File: src/rtl/ihf_pkg.sv
// Shared types and constants, including the checksum-adder control types, for the IPv4 header fragmenter.
package ihf_pkg;

	localparam int MAX_FRAGS        = 32;
	localparam int FRAG_UNITS_W     = 13;
	localparam logic [FRAG_UNITS_W-1:0] FRAG_UNITS_RESET = 13'd64;
	localparam int LIMIT_MULT       = MAX_FRAGS * 8;
	localparam int LIMIT_W          = FRAG_UNITS_W + $clog2(LIMIT_MULT + 1);
	localparam int MF_BIT           = 13;
	localparam int BASE_WORDS       = 7;
	localparam int CNT_W            = $clog2(BASE_WORDS);

	typedef struct packed {
		logic [7:0]  ver_ihl;
		logic [7:0]  tos;
		logic [15:0] total_len;
		logic [15:0] ident;
		logic [7:0]  ttl;
		logic [7:0]  protocol;
		logic [31:0] src_addr;
		logic [31:0] dst_addr;
	} hdr_t;

	typedef struct packed {
		logic [7:0]  frag_ver_ihl;
		logic [7:0]  frag_tos;
		logic [15:0] frag_len;
		logic [15:0] frag_ident;
		logic [15:0] flags_offset;
		logic [7:0]  frag_ttl;
		logic [7:0]  frag_protocol;
		logic [15:0] header_checksum;
		logic [31:0] frag_src;
		logic [31:0] frag_dst;
		logic        last;
		logic        too_many;
	} frag_t;

	typedef enum logic [2:0] {
		CS_HOLD,
		CS_CLEAR,
		CS_BASE,
		CS_FROM_BASE,
		CS_ACC
	} csum_op_t;

	typedef struct packed {
		csum_op_t    op;
		logic [15:0] word;
	} csum_ctrl_t;

endpackage

File: src/rtl/ipv4_header_fragmenter_unit.sv
// Top level of the IPv4 header fragmenter: sequencer, config register and result register.
//
// Usage:
//  - Load frag_units (fragment length in 8-byte units) through cfg_wr_en/cfg_wr_data
//    while busy is low; it resets to 64.
//  - Present a header on in_hdr with start high; it is taken at an edge where busy is low.
//  - One fragment header per transfer appears on result, marked by done for one cycle.
//    The final one has result.last set. A packet needing more than MAX_FRAGS fragments
//    (or a nonzero length with frag_units zero) gives one result with last and too_many.
//  - The constant header words are first summed through the shared checksum adder, then each
//    fragment adds two words on that adder (length word, then flags/offset word).
//    An item occupies the block until its last result (also in the error case); busy drops
//    in the cycle that shows the last result, so the next start may be taken then.
//  - The receiver cannot stall: done/result are valid for exactly one cycle.
//  - Reset returns the sequencer to idle, clears done and sets frag_units to 64.
module ipv4_header_fragmenter_unit (
	input  logic                            clk,
	input  logic                            arst_n,
	input  logic                            cfg_wr_en,
	input  logic [ihf_pkg::FRAG_UNITS_W-1:0] cfg_wr_data,
	input  logic                            start,
	input  ihf_pkg::hdr_t                   in_hdr,
	output logic                            busy,
	output logic                            done,
	output ihf_pkg::frag_t                  result
);
	import ihf_pkg::*;

	typedef enum logic [1:0] {
		ST_IDLE,
		ST_BASE,
		ST_LEN,
		ST_OFF
	} state_t;

	localparam frag_t ERR_RESULT = '{last: 1'b1, too_many: 1'b1, default: '0};

	state_t                  state_q;
	logic [FRAG_UNITS_W-1:0] frag_units_q;
	hdr_t                    hdr_q;
	logic [CNT_W-1:0]        cnt_q;
	logic [15:0]             remain_q;
	logic [FRAG_UNITS_W-1:0] off_q;
	logic [15:0]             len_q;
	logic                    last_q;

	logic [15:0]             fsize;
	logic                    is_last;
	logic [15:0]             len_next;
	logic [15:0]             fo_word;
	logic [15:0]             base_word;
	logic [LIMIT_W-1:0]      limit;
	logic                    too_many;
	logic                    accept;
	csum_ctrl_t              cs_ctrl;
	logic [15:0]             cs_sum;

	assign busy     = (state_q != ST_IDLE);
	assign accept   = start && !busy;
	assign fsize    = {frag_units_q, 3'b000};
	assign is_last  = (remain_q <= fsize);
	assign len_next = is_last ? remain_q : fsize;
	assign fo_word  = {2'b00, ~last_q, off_q};
	assign limit    = LIMIT_W'(frag_units_q) * LIMIT_W'(LIMIT_MULT);
	// more than MAX_FRAGS fragments exactly when the length exceeds MAX_FRAGS full ones
	assign too_many = (LIMIT_W'(hdr_q.total_len) > limit);

	always_comb begin
		case (cnt_q)
			3'd0:    base_word = {hdr_q.tos, hdr_q.ver_ihl};
			3'd1:    base_word = hdr_q.ident;
			3'd2:    base_word = {hdr_q.protocol, hdr_q.ttl};
			3'd3:    base_word = hdr_q.src_addr[15:0];
			3'd4:    base_word = hdr_q.src_addr[31:16];
			3'd5:    base_word = hdr_q.dst_addr[15:0];
			3'd6:    base_word = hdr_q.dst_addr[31:16];
			default: base_word = '0;
		endcase
	end

	always_comb begin
		cs_ctrl.op   = CS_HOLD;
		cs_ctrl.word = '0;
		case (state_q)
			ST_IDLE: begin
				if (accept) begin
					cs_ctrl.op = CS_CLEAR;
				end
			end
			ST_BASE: begin
				cs_ctrl.op   = CS_BASE;
				cs_ctrl.word = base_word;
			end
			ST_LEN: begin
				cs_ctrl.op   = CS_FROM_BASE;
				cs_ctrl.word = len_next;
			end
			ST_OFF: begin
				cs_ctrl.op   = CS_ACC;
				cs_ctrl.word = fo_word;
			end
			default: ;
		endcase
	end

	ihf_csum_unit u_csum (
		.clk  (clk),
		.ctrl (cs_ctrl),
		.sum  (cs_sum)
	);

	always_ff @(posedge clk or negedge arst_n) begin
		if (!arst_n) begin
			frag_units_q <= FRAG_UNITS_RESET;
		end else if (cfg_wr_en) begin
			frag_units_q <= cfg_wr_data;
		end
	end

	always_ff @(posedge clk or negedge arst_n) begin
		if (!arst_n) begin
			state_q  <= ST_IDLE;
			done     <= 1'b0;
			result   <= '0;
			hdr_q    <= '0;
			cnt_q    <= '0;
			remain_q <= '0;
			off_q    <= '0;
			len_q    <= '0;
			last_q   <= 1'b0;
		end else begin
			case (state_q)
				ST_IDLE: begin
					done <= 1'b0;
					if (accept) begin
						hdr_q    <= in_hdr;
						remain_q <= in_hdr.total_len;
						off_q    <= '0;
						cnt_q    <= '0;
						state_q  <= ST_BASE;
					end
				end
				ST_BASE: begin
					cnt_q <= cnt_q + CNT_W'(1);
					done  <= (cnt_q == CNT_W'(BASE_WORDS - 1)) && too_many;
					if (cnt_q == CNT_W'(BASE_WORDS - 1)) begin
						if (too_many) begin
							result  <= ERR_RESULT;
							state_q <= ST_IDLE;
						end else begin
							state_q <= ST_LEN;
						end
					end
				end
				ST_LEN: begin
					done    <= 1'b0;
					len_q   <= len_next;
					last_q  <= is_last;
					state_q <= ST_OFF;
				end
				ST_OFF: begin
					result.frag_ver_ihl    <= hdr_q.ver_ihl;
					result.frag_tos        <= hdr_q.tos;
					result.frag_len        <= len_q;
					result.frag_ident      <= hdr_q.ident;
					result.flags_offset    <= fo_word;
					result.frag_ttl        <= hdr_q.ttl;
					result.frag_protocol   <= hdr_q.protocol;
					result.header_checksum <= ~cs_sum;
					result.frag_src        <= hdr_q.src_addr;
					result.frag_dst        <= hdr_q.dst_addr;
					result.last            <= last_q;
					result.too_many        <= 1'b0;
					done                   <= 1'b1;
					remain_q               <= remain_q - fsize;
					off_q                  <= off_q + frag_units_q;
					state_q                <= last_q ? ST_IDLE : ST_LEN;
				end
				default: begin
					done    <= 1'b0;
					state_q <= ST_IDLE;
				end
			endcase
		end
	end

endmodule

File: src/rtl/ihf_csum_unit.sv
// Shared ones' complement adder with the per-packet base sum and the per-fragment sum.
module ihf_csum_unit (
	input  logic              clk,
	input  ihf_pkg::csum_ctrl_t ctrl,
	output logic [15:0]       sum
);
	import ihf_pkg::*;

	logic [15:0] base_q;
	logic [15:0] acc_q;
	logic [15:0] op_a;
	logic [16:0] raw;

	always_comb begin
		case (ctrl.op)
			CS_ACC:  op_a = acc_q;
			default: op_a = base_q;
		endcase
		raw = {1'b0, op_a} + {1'b0, ctrl.word};
		// end-around carry; cannot overflow again
		sum = raw[15:0] + {15'd0, raw[16]};
	end

	always_ff @(posedge clk) begin
		case (ctrl.op)
			CS_CLEAR:     base_q <= '0;
			CS_BASE:      base_q <= sum;
			CS_FROM_BASE: acc_q <= sum;
			CS_ACC:       acc_q <= sum;
			default: ;
		endcase
	end

endmodule

File: config.mk
export PLATFORM = sky130hd
export DESIGN_NAME = ipv4_header_fragmenter_unit
export DESIGN_NICKNAME = d
export VERILOG_FILES = /design/src/rtl/ihf_pkg.sv /design/src/rtl/ipv4_header_fragmenter_unit.sv /design/src/rtl/ihf_csum_unit.sv
export SDC_FILE = /design/constraint.sdc
export NUM_CORES = 1
export LEC_CHECK = 0
export BUFFER_PORTS_ARGS = -buffer_cell sky130_fd_sc_hd__buf_4
export CAP_MARGIN = 15
export CORE_MARGIN = 4
export CORE_UTILIZATION = 51
export DETAILED_ROUTE_END_ITERATION = 12
export GPL_TIMING_DRIVEN = 0
export HOLD_SLACK_MARGIN = 0.15
export PLACE_DENSITY = 0.75
export SLEW_MARGIN = 10
export SYNTH_ARGS = -nofsm -noshare
export SYNTH_HDL_FRONTEND = slang
export SYNTH_SLANG_ARGS = --single-unit
export TNS_END_PERCENT = 20
File: constraint.sdc
create_clock -name clk -period 6.74 [get_ports clk]
set_input_delay 1.348 -clock clk [delete_from_list [all_inputs] [get_ports clk]]
set_output_delay 1.348 -clock clk [all_outputs]
set_load 0.01 [all_outputs]
==> results by group, run 1 <==
Outcome
  • Status: complete, no violations

Worst hold path
  • WHS Endpoint: result[102]
  • Hold_sp: result[102]
  • Hold WC Path Type: reg2reg
  • Min-Delay Path Depth: 2

Critical path
  • Crit path DAT: 6840 ps
  • Crit path launch type: flip-flop
  • Critical Path End Type: flip-flop
  • Worst Path Required: 7060 ps
  • CP dominant cell by count: a21o_1
  • R2R Setup Slk: between 200 and 250 ps
  • Reg2reg path depth: 28
  • CP Class: reg2reg
  • Worst r2r src: frag_units_q[6]
  • FF-to-FF End: u_csum.base_q[15]
  • Peak fanout along the critical path: 10
  • Largest stage delay, worst path: 560 ps
  • Slowest CP cell: dfstp_2

CTS
  • CTS clk-pin slew, worst paths: approximately 60 ps
  • Total CTS buffers: 42
  • Hold-fix buffers, CTS: 0
  • Clock tree root driver cell: clkbuf_16
  • Clk Latency, worst-skew pair: 570 ps
  • CTS tree: built
  • CTS Buffer Depth: 3
  • Number of H-tree levels: 2
  • CTS Sinks: just under 400

Logic synthesis
  • Post-Syn Area: 0.0185 mm²
  • Fraction of registers with async set/reset: roughly nine tenths
  • Post-Syn Instances: 1753
  • Number of distinct library cells after synthesis: 83
  • YS warnings: 0
  • Register area share after synthesis: 53.0%
  • Mean Syn Cell Area: 10.5 µm²
  • Post-synth EDFFs: 32
  • Top_reg_cell synth: dfrtp_1
  • Post-synthesis register bit count: 385

Cells and area
  • Util after Layout: 64.7%
  • Area of the multi-input gates: about 0.0081 mm²
  • Layout cells sized above 1: between 20 and 30%
  • Post-Layout Inst Area: between 0.02 and 0.025 mm²
  • Nets: about 2300
  • Area occupied by registers: around 0.0098 mm²
  • Filler Cell Count: 2820
  • Layout area overhead: 24.7%

Route
  • 1st-iter DRT viols: about 1500
  • Total wire length: between 60000 and 70000 µm
  • Post-DRT Antenna Nets: 0
  • First-pass DRT Iterations: 9
  • # DRC: 0
  • Via count: ~15000
  • Vias/cell: ~5.9
  • Wire length per cell: between 20 and 25 µm

Global route
  • First-pass GRT wire length: between 80000 and 90000 µm
  • Grt total ovfl: 0
  • Initial antenna violation count: 6
  • Overall routing resource usage: about 30%
  • Vias in the first global route: roughly 15000
  • Pin count of the biggest net entering global routing: 96

Timing
  • Setup TNS: 0 ps
  • Slew HR: about two fifths
  • Hold Violations, Final: 0
  • Final Skew: between 20 and 25 ps
  • Tightest Pin Transition: slightly above 900 ps
  • Final period utilization: 96.8%
  • Period minus WS final: 6520 ps
  • # setup viols final: 0
  • Max-slew violation count: 0
  • Fmax: between 150 and 200 MHz

Floorplan
  • Die Y: just under 200 µm
  • Row Count: 69
  • Die area: 0.0394 mm²
  • Starting Density: a little over 50%
  • I/O pins: between 300 and 400
  • Die Width: a little under 200 µm
  • Core area: between 0.03 and 0.04 mm²

Place
  • RD Place Congestion: 0.988
  • DP Wirelength: 45800 µm
  • Placed cell area: 0.0215 mm²
  • IO Port Bufs: a little over 300

Pwr
  • Final total power: 12.9 mW
  • PwrDens: between 500 and 600 mW/mm²
  • Lkg Pwr: between 10 and 15 nW
  • Worst VDD drop: between 0.3 and 0.4 mV

Job
  • Max cap viols: 0
## synth_stat cells (all sizes together), types with 4 or more instances
| master | number | share of area [%] |
|---|---|---|
| nor3 | 11 | 0.30 |
| a222oi | 32 | 1.7 |
| clkbuf | 81 | 1.6 |
| and2 | 19 | 0.64 |
| nand3 | 12 | 0.35 |
| dfrtp | 352 | 48 |
| edfxtp | 32 | 5.2 |
| and3 | 7 | 0.24 |
| ha | 62 | 4.2 |
| o221a | 9 | 0.55 |
| a21oi | 76 | 2.1 |
| inv | 45 | 0.91 |
| nand4 | 8 | 0.30 |
| buf | 32 | 1.1 |
| nand2b | 8 | 0.27 |
| mux2i | 35 | 1.9 |
| nor2b | 6 | 0.20 |
| a211oi | 4 | 0.22 |
| xnor2 | 29 | 1.5 |
| xor2 | 15 | 0.75 |
| nor2 | 47 | 0.95 |
| or2 | 6 | 0.20 |
| o21a | 7 | 0.28 |
| mux2 | 146 | 8.9 |
| o21ai | 204 | 5.5 |
| nand2 | 364 | 7.4 |
| a31oi | 6 | 0.20 |
| o31ai | 16 | 0.78 |
| o21bai | 5 | 0.20 |
| a21o | 17 | 0.69 |
## through the flow
stage               worst slack [ps]  cells  hold slack [ps]
floorplan                        887   1754              463
global placement                -246   2520              463
detailed placement              -363   2524              472
CTS                             6.67   2604              485
global route                   -33.1   2617              501
finish                           219   2617              481
## state kept, by name (all words and copies together) (netlist names)
name           flops
cnt_q              3
done               1
frag_units_q      13
hdr_q            128
last_q             1
len_q             16
off_q             13
remain_q          16
result           160
state_q            2
u_csum.acc_q      16
u_csum.base_q     16
## critical path, delay by kind of cell (launching register included)
| family | cells | cell delay (ps) |
|---|---|---|
| mux | 1 | 450 |
| buf+inv | 5 | 860 |
| simple gates | 7 | 1230 |
| flops | 1 | 560 |
| fa+ha+maj | 3 | 810 |
| xor+xnor | 1 | 230 |
| compound gates | 11 | 2110 |
## what timing repair did
item | in CTS | in global routing
pin swaps | 1 | 6
setup endpoints to repair | 20 | 29
gates resized for setup | 5 | 20
setup buffers | 3 | 7
## per-layer routing
layer	GRT usage, %	vias to the layer above	part of all wire (%)
met5	0	-	0
met4	13.3	0	4.6
met3	7.23	148	9.4
li1	-	6915	-
met2	46.7	759	45
met1	40.6	7586	41
## cell families after synthesis
| logic type | count (synthesis) | synth area share [%] |
|---|---|---|
| other | 1 | 0.0203 |
| adders and majority gates | 65 | 4.52 |
| buffers and inverters | 159 | 3.69 |
| muxes | 181 | 10.8 |
| DFF | 385 | 53.0 |
| xor gates and xnor gates | 44 | 2.25 |
| and+or+nand+nor | 504 | 11.6 |
| AOI/OAI and AO/OA | 414 | 14.2 |
## cell type report
type | instances | share of cell area [%]
antenna | 6 | 0.0651
buffer | 113 | 2.23
clock buffer | 61 | 5.31
clock inverter | 16 | 0.733
inverter | 46 | 0.749
multi-input combinational | 1210 | 35.1
sequential | 385 | 42.5
tap | 461 | 2.50
timing repair buffer | 319 | 10.8
## power breakdown
part	leakage, nW	internal, mW	total (mW)	switching, mW
clock	0.686	1.38	2.35	0.970
sequential	4.80	3.49	4.35	0.860
combinational	5.22	2.58	6.17	3.60
total	10.7	7.44	12.9	5.42
## cell usage in the layout, fill, tap and decap left out, types with 26 or more instances in the layout
master,instances
dfrtp_1,351
a222oi_1,32
buf_4,328
mux2i_1,30
edfxtp_1,32
o21ai_0,196
inv_1,43
nand2_1,364
clkbuf_16,43
ha_1,59
a21oi_1,73
mux2_2,146
nor2_1,46
clkbuf_1,91
xnor2_1,26
## worst max path at each step
stage | from | to | slack [ps] | cells after the start
finish | frag_units_q[6] | u_csum.base_q[15] | 220 | 28
detailed placement | frag_units_q[1] | u_csum.base_q[15] | -360 | 30
global placement | frag_units_q[1] | u_csum.base_q[15] | -250 | 28
CTS | frag_units_q[6] | u_csum.base_q[15] | 7 | 30
floorplan | frag_units_q[1] | u_csum.base_q[14] | 890 | 30
global route | frag_units_q[6] | u_csum.base_q[14] | -30 | 30
Note: power is estimated with default switching activity, not from simulation.
==> run 2: changes to the inputs <==
--- a/config.mk
+++ b/config.mk
@@ -9,6 +9,7 @@
 export CAP_MARGIN = 15
 export CORE_MARGIN = 4
 export CORE_UTILIZATION = 51
+export CTS_BUF_LIST = sky130_fd_sc_hd__clkbuf_4
 export DETAILED_ROUTE_END_ITERATION = 12
 export GPL_TIMING_DRIVEN = 0
 export HOLD_SLACK_MARGIN = 0.15
==> results by group, run 2 (synthesized netlist as in run 1, its figures left out) <==
Outcome
  • Status: complete, no violations

Critical path
  • Crit-path leading delay family: compound AO/OA/AOI/OAI gates
  • CP Class: reg2reg
  • CP dominant cell by count: a21o_1
  • Peak fanout along the critical path: 6
  • Slowest CP cell: mux2i_1
  • R2R Setup Slk: between 200 and 250 ps
  • Critical Path End Type: flip-flop
  • CP bufs+invs: 3
  • Worst Path Required: 7300 ps
  • Largest stage delay, worst path: 540 ps
  • Crit path DAT: ~7100 ps
  • Crit path launch type: flip-flop

CTS
  • CTS Buffer Depth: 3
  • CTS tree: built
  • Clk Latency, worst-skew pair: 840 ps
  • Number of H-tree levels: 3
  • Clock tree root driver cell: clkbuf_4
  • CTS clk-pin slew, worst paths: ~60 ps
  • CTS Sinks: 385
  • Total CTS buffers: 99

Route
  • 1st-iter DRT viols: 1465
  • First-pass DRT Iterations: 6
  • Via count: about 16000
  • Vias/cell: 5.84
  • # DRC: 0
  • Post-DRT Antenna Nets: 0
  • Total wire length: roughly 60000 µm
  • Wire length per cell: roughly 22 µm

Cells and area
  • Layout area overhead: 24.0%
  • Filler Cell Count: 2897
  • Biggest regs: result: 160 flops, hdr_q: 128 flops
  • Commonest cells after routing, fill and taps aside: 364 x nand2_1, 351 x dfrtp_1, 328 x buf_4
  • Nets: 2383
  • Util after Layout: between 60 and 70%
  • Layout cells sized above 1: 31.3%
  • Most common cell after layout, fill and taps aside: nand2_1
  • Largest reg by FF count: result
  • Max FFs per register: 160

Floorplan
  • Die Y: between 150 and 200 µm
  • I/O pins: slightly above 300
  • Core area: approximately 0.036 mm²
  • Starting Density: ~52%
  • Die Width: ~200 µm
  • Row Count: between 60 and 70
  • Die area: 0.0394 mm²

Timing
  • Max-slew violation count: 0
  • Hold Violations, Final: 0
  • Setup TNS: 0 ps
  • Final period utilization: between 90% and 100%
  • Tightest Pin Transition: roughly 890 ps
  • Fmax: between 150 and 200 MHz
  • Slew HR: between 40% and 50%
  • Period minus WS final: 6500 ps
  • Final Skew: around 77 ps
  • # setup viols final: 0

Pwr
  • Lkg Pwr: roughly 11 nW
  • Sequential share of power: ~35%
  • Sw frac: approximately 43%
  • Cell-internal power: around 7.1 mW
  • Switch Pwr: 5.43 mW
  • Worst VDD drop: about 0.26 mV
  • Logic pwr share: between 40 and 50%
  • Clock Power Share: 16.4%
  • PwrDens: 548 mW/mm²

Place
  • IO Port Bufs: slightly above 300
  • DP Wirelength: 45800 µm
  • RD Place Congestion: about 0.99

Global route
  • First-pass GRT wire length: between 90000 and 100000 µm
  • Grt total ovfl: 0
  • Pin count of the biggest net entering global routing: 96
  • Initial antenna violation count: 12
  • Overall routing resource usage: 30.2%
  • Vias in the first global route: 15600

Job
  • Max cap viols: 0

Worst hold path
  • Hold WC Path Type: in2async
==> run 2: cell types whose count changed in the layout (fill, tap and decap cells not counted), sizes merged <==
cell	previous run	this run
clkbuf	144	238
diode	6	11
clkinv	10	13
bufinv	3	1
buf	349	348
inv	47	48
==> run 2: path summary, 6_finish.rpt <==
| kind | cells past startpoint | from | endpoint |
|---|---|---|---|
| max reg2reg | 27 | frag_units_q[10] | u_csum.base_q[14] |
| min | 1 | arst_n | result[157] |
| max | 27 | frag_units_q[10] | u_csum.base_q[14] |
| min reg2reg | 2 | result[50] | result[50] |
| max in group asynchronous | 3 | arst_n | result[48] |
| min in group clk | 2 | result[50] | result[50] |
==> run 2: power by group through the flow <==
stage | registers, mW | logic [mW] | clock network (mW)
5_1_grt | 4.42 | 6.67 | 2.22
3_3_place_gp | 4.29 | 5.79 | 0
3_5_place_dp | 4.33 | 5.94 | 0
2_1_floorplan | 4.18 | 3.71 | 0
6_report | 4.34 | 6.16 | 2.06
4_1_cts | 4.30 | 5.99 | 2.09
==> run 2: area by class of cell <==
| cell class | count | area (µm²) | share of cell area (%) |
|---|---|---|---|
| Clock buffer | 155 | 1160 | 5.08 |
| Multi-Input combinational cell | 1210 | 8100 | 35.3 |
| Tap cell | 461 | 577 | 2.52 |
| Antenna cell | 11 | 27.5 | 0.120 |
| Timing Repair Buffer | 318 | 2470 | 10.8 |
| Inverter | 46 | 173 | 0.753 |
| Buffer | 113 | 513 | 2.24 |
| Sequential cell | 385 | 9800 | 42.7 |
| Clock inverter | 18 | 106 | 0.464 |
==> run 2: repair_timing <==
action                     CTS  global route
setup endpoints to repair   18            27
gates cloned                 0             0
resized for setup            3            19
hold buffers                 0             0
pin swaps                    1             3
setup buffers                2             7
==> run 2: layer usage <==
metal	wire length, µm	up-vias	share of wire, %	track usage (%)
li1	-	7074	-	-
met1	24800	7860	41	41.1
met2	27500	779	45	46.3
met3	5610	157	9.2	7.28
met4	2730	4	4.5	13.7
met5	23	-	0.038	0
==> run 2: metrics by stage <==
step           hold WS (ps)  total power [mW]  cell area (µm²)  std cells  setup slack (ps)
2_1_floorplan           463              7.89            18500       1754               887
5_1_grt                 441              13.3            22900       2717             -20.0
3_3_place_gp            463              10.1            21400       2520              -246
3_5_place_dp            472              10.3            21500       2524              -363
4_1_cts                 446              12.4            22800       2699              6.20
6_report                471              12.6            22900       2717               244
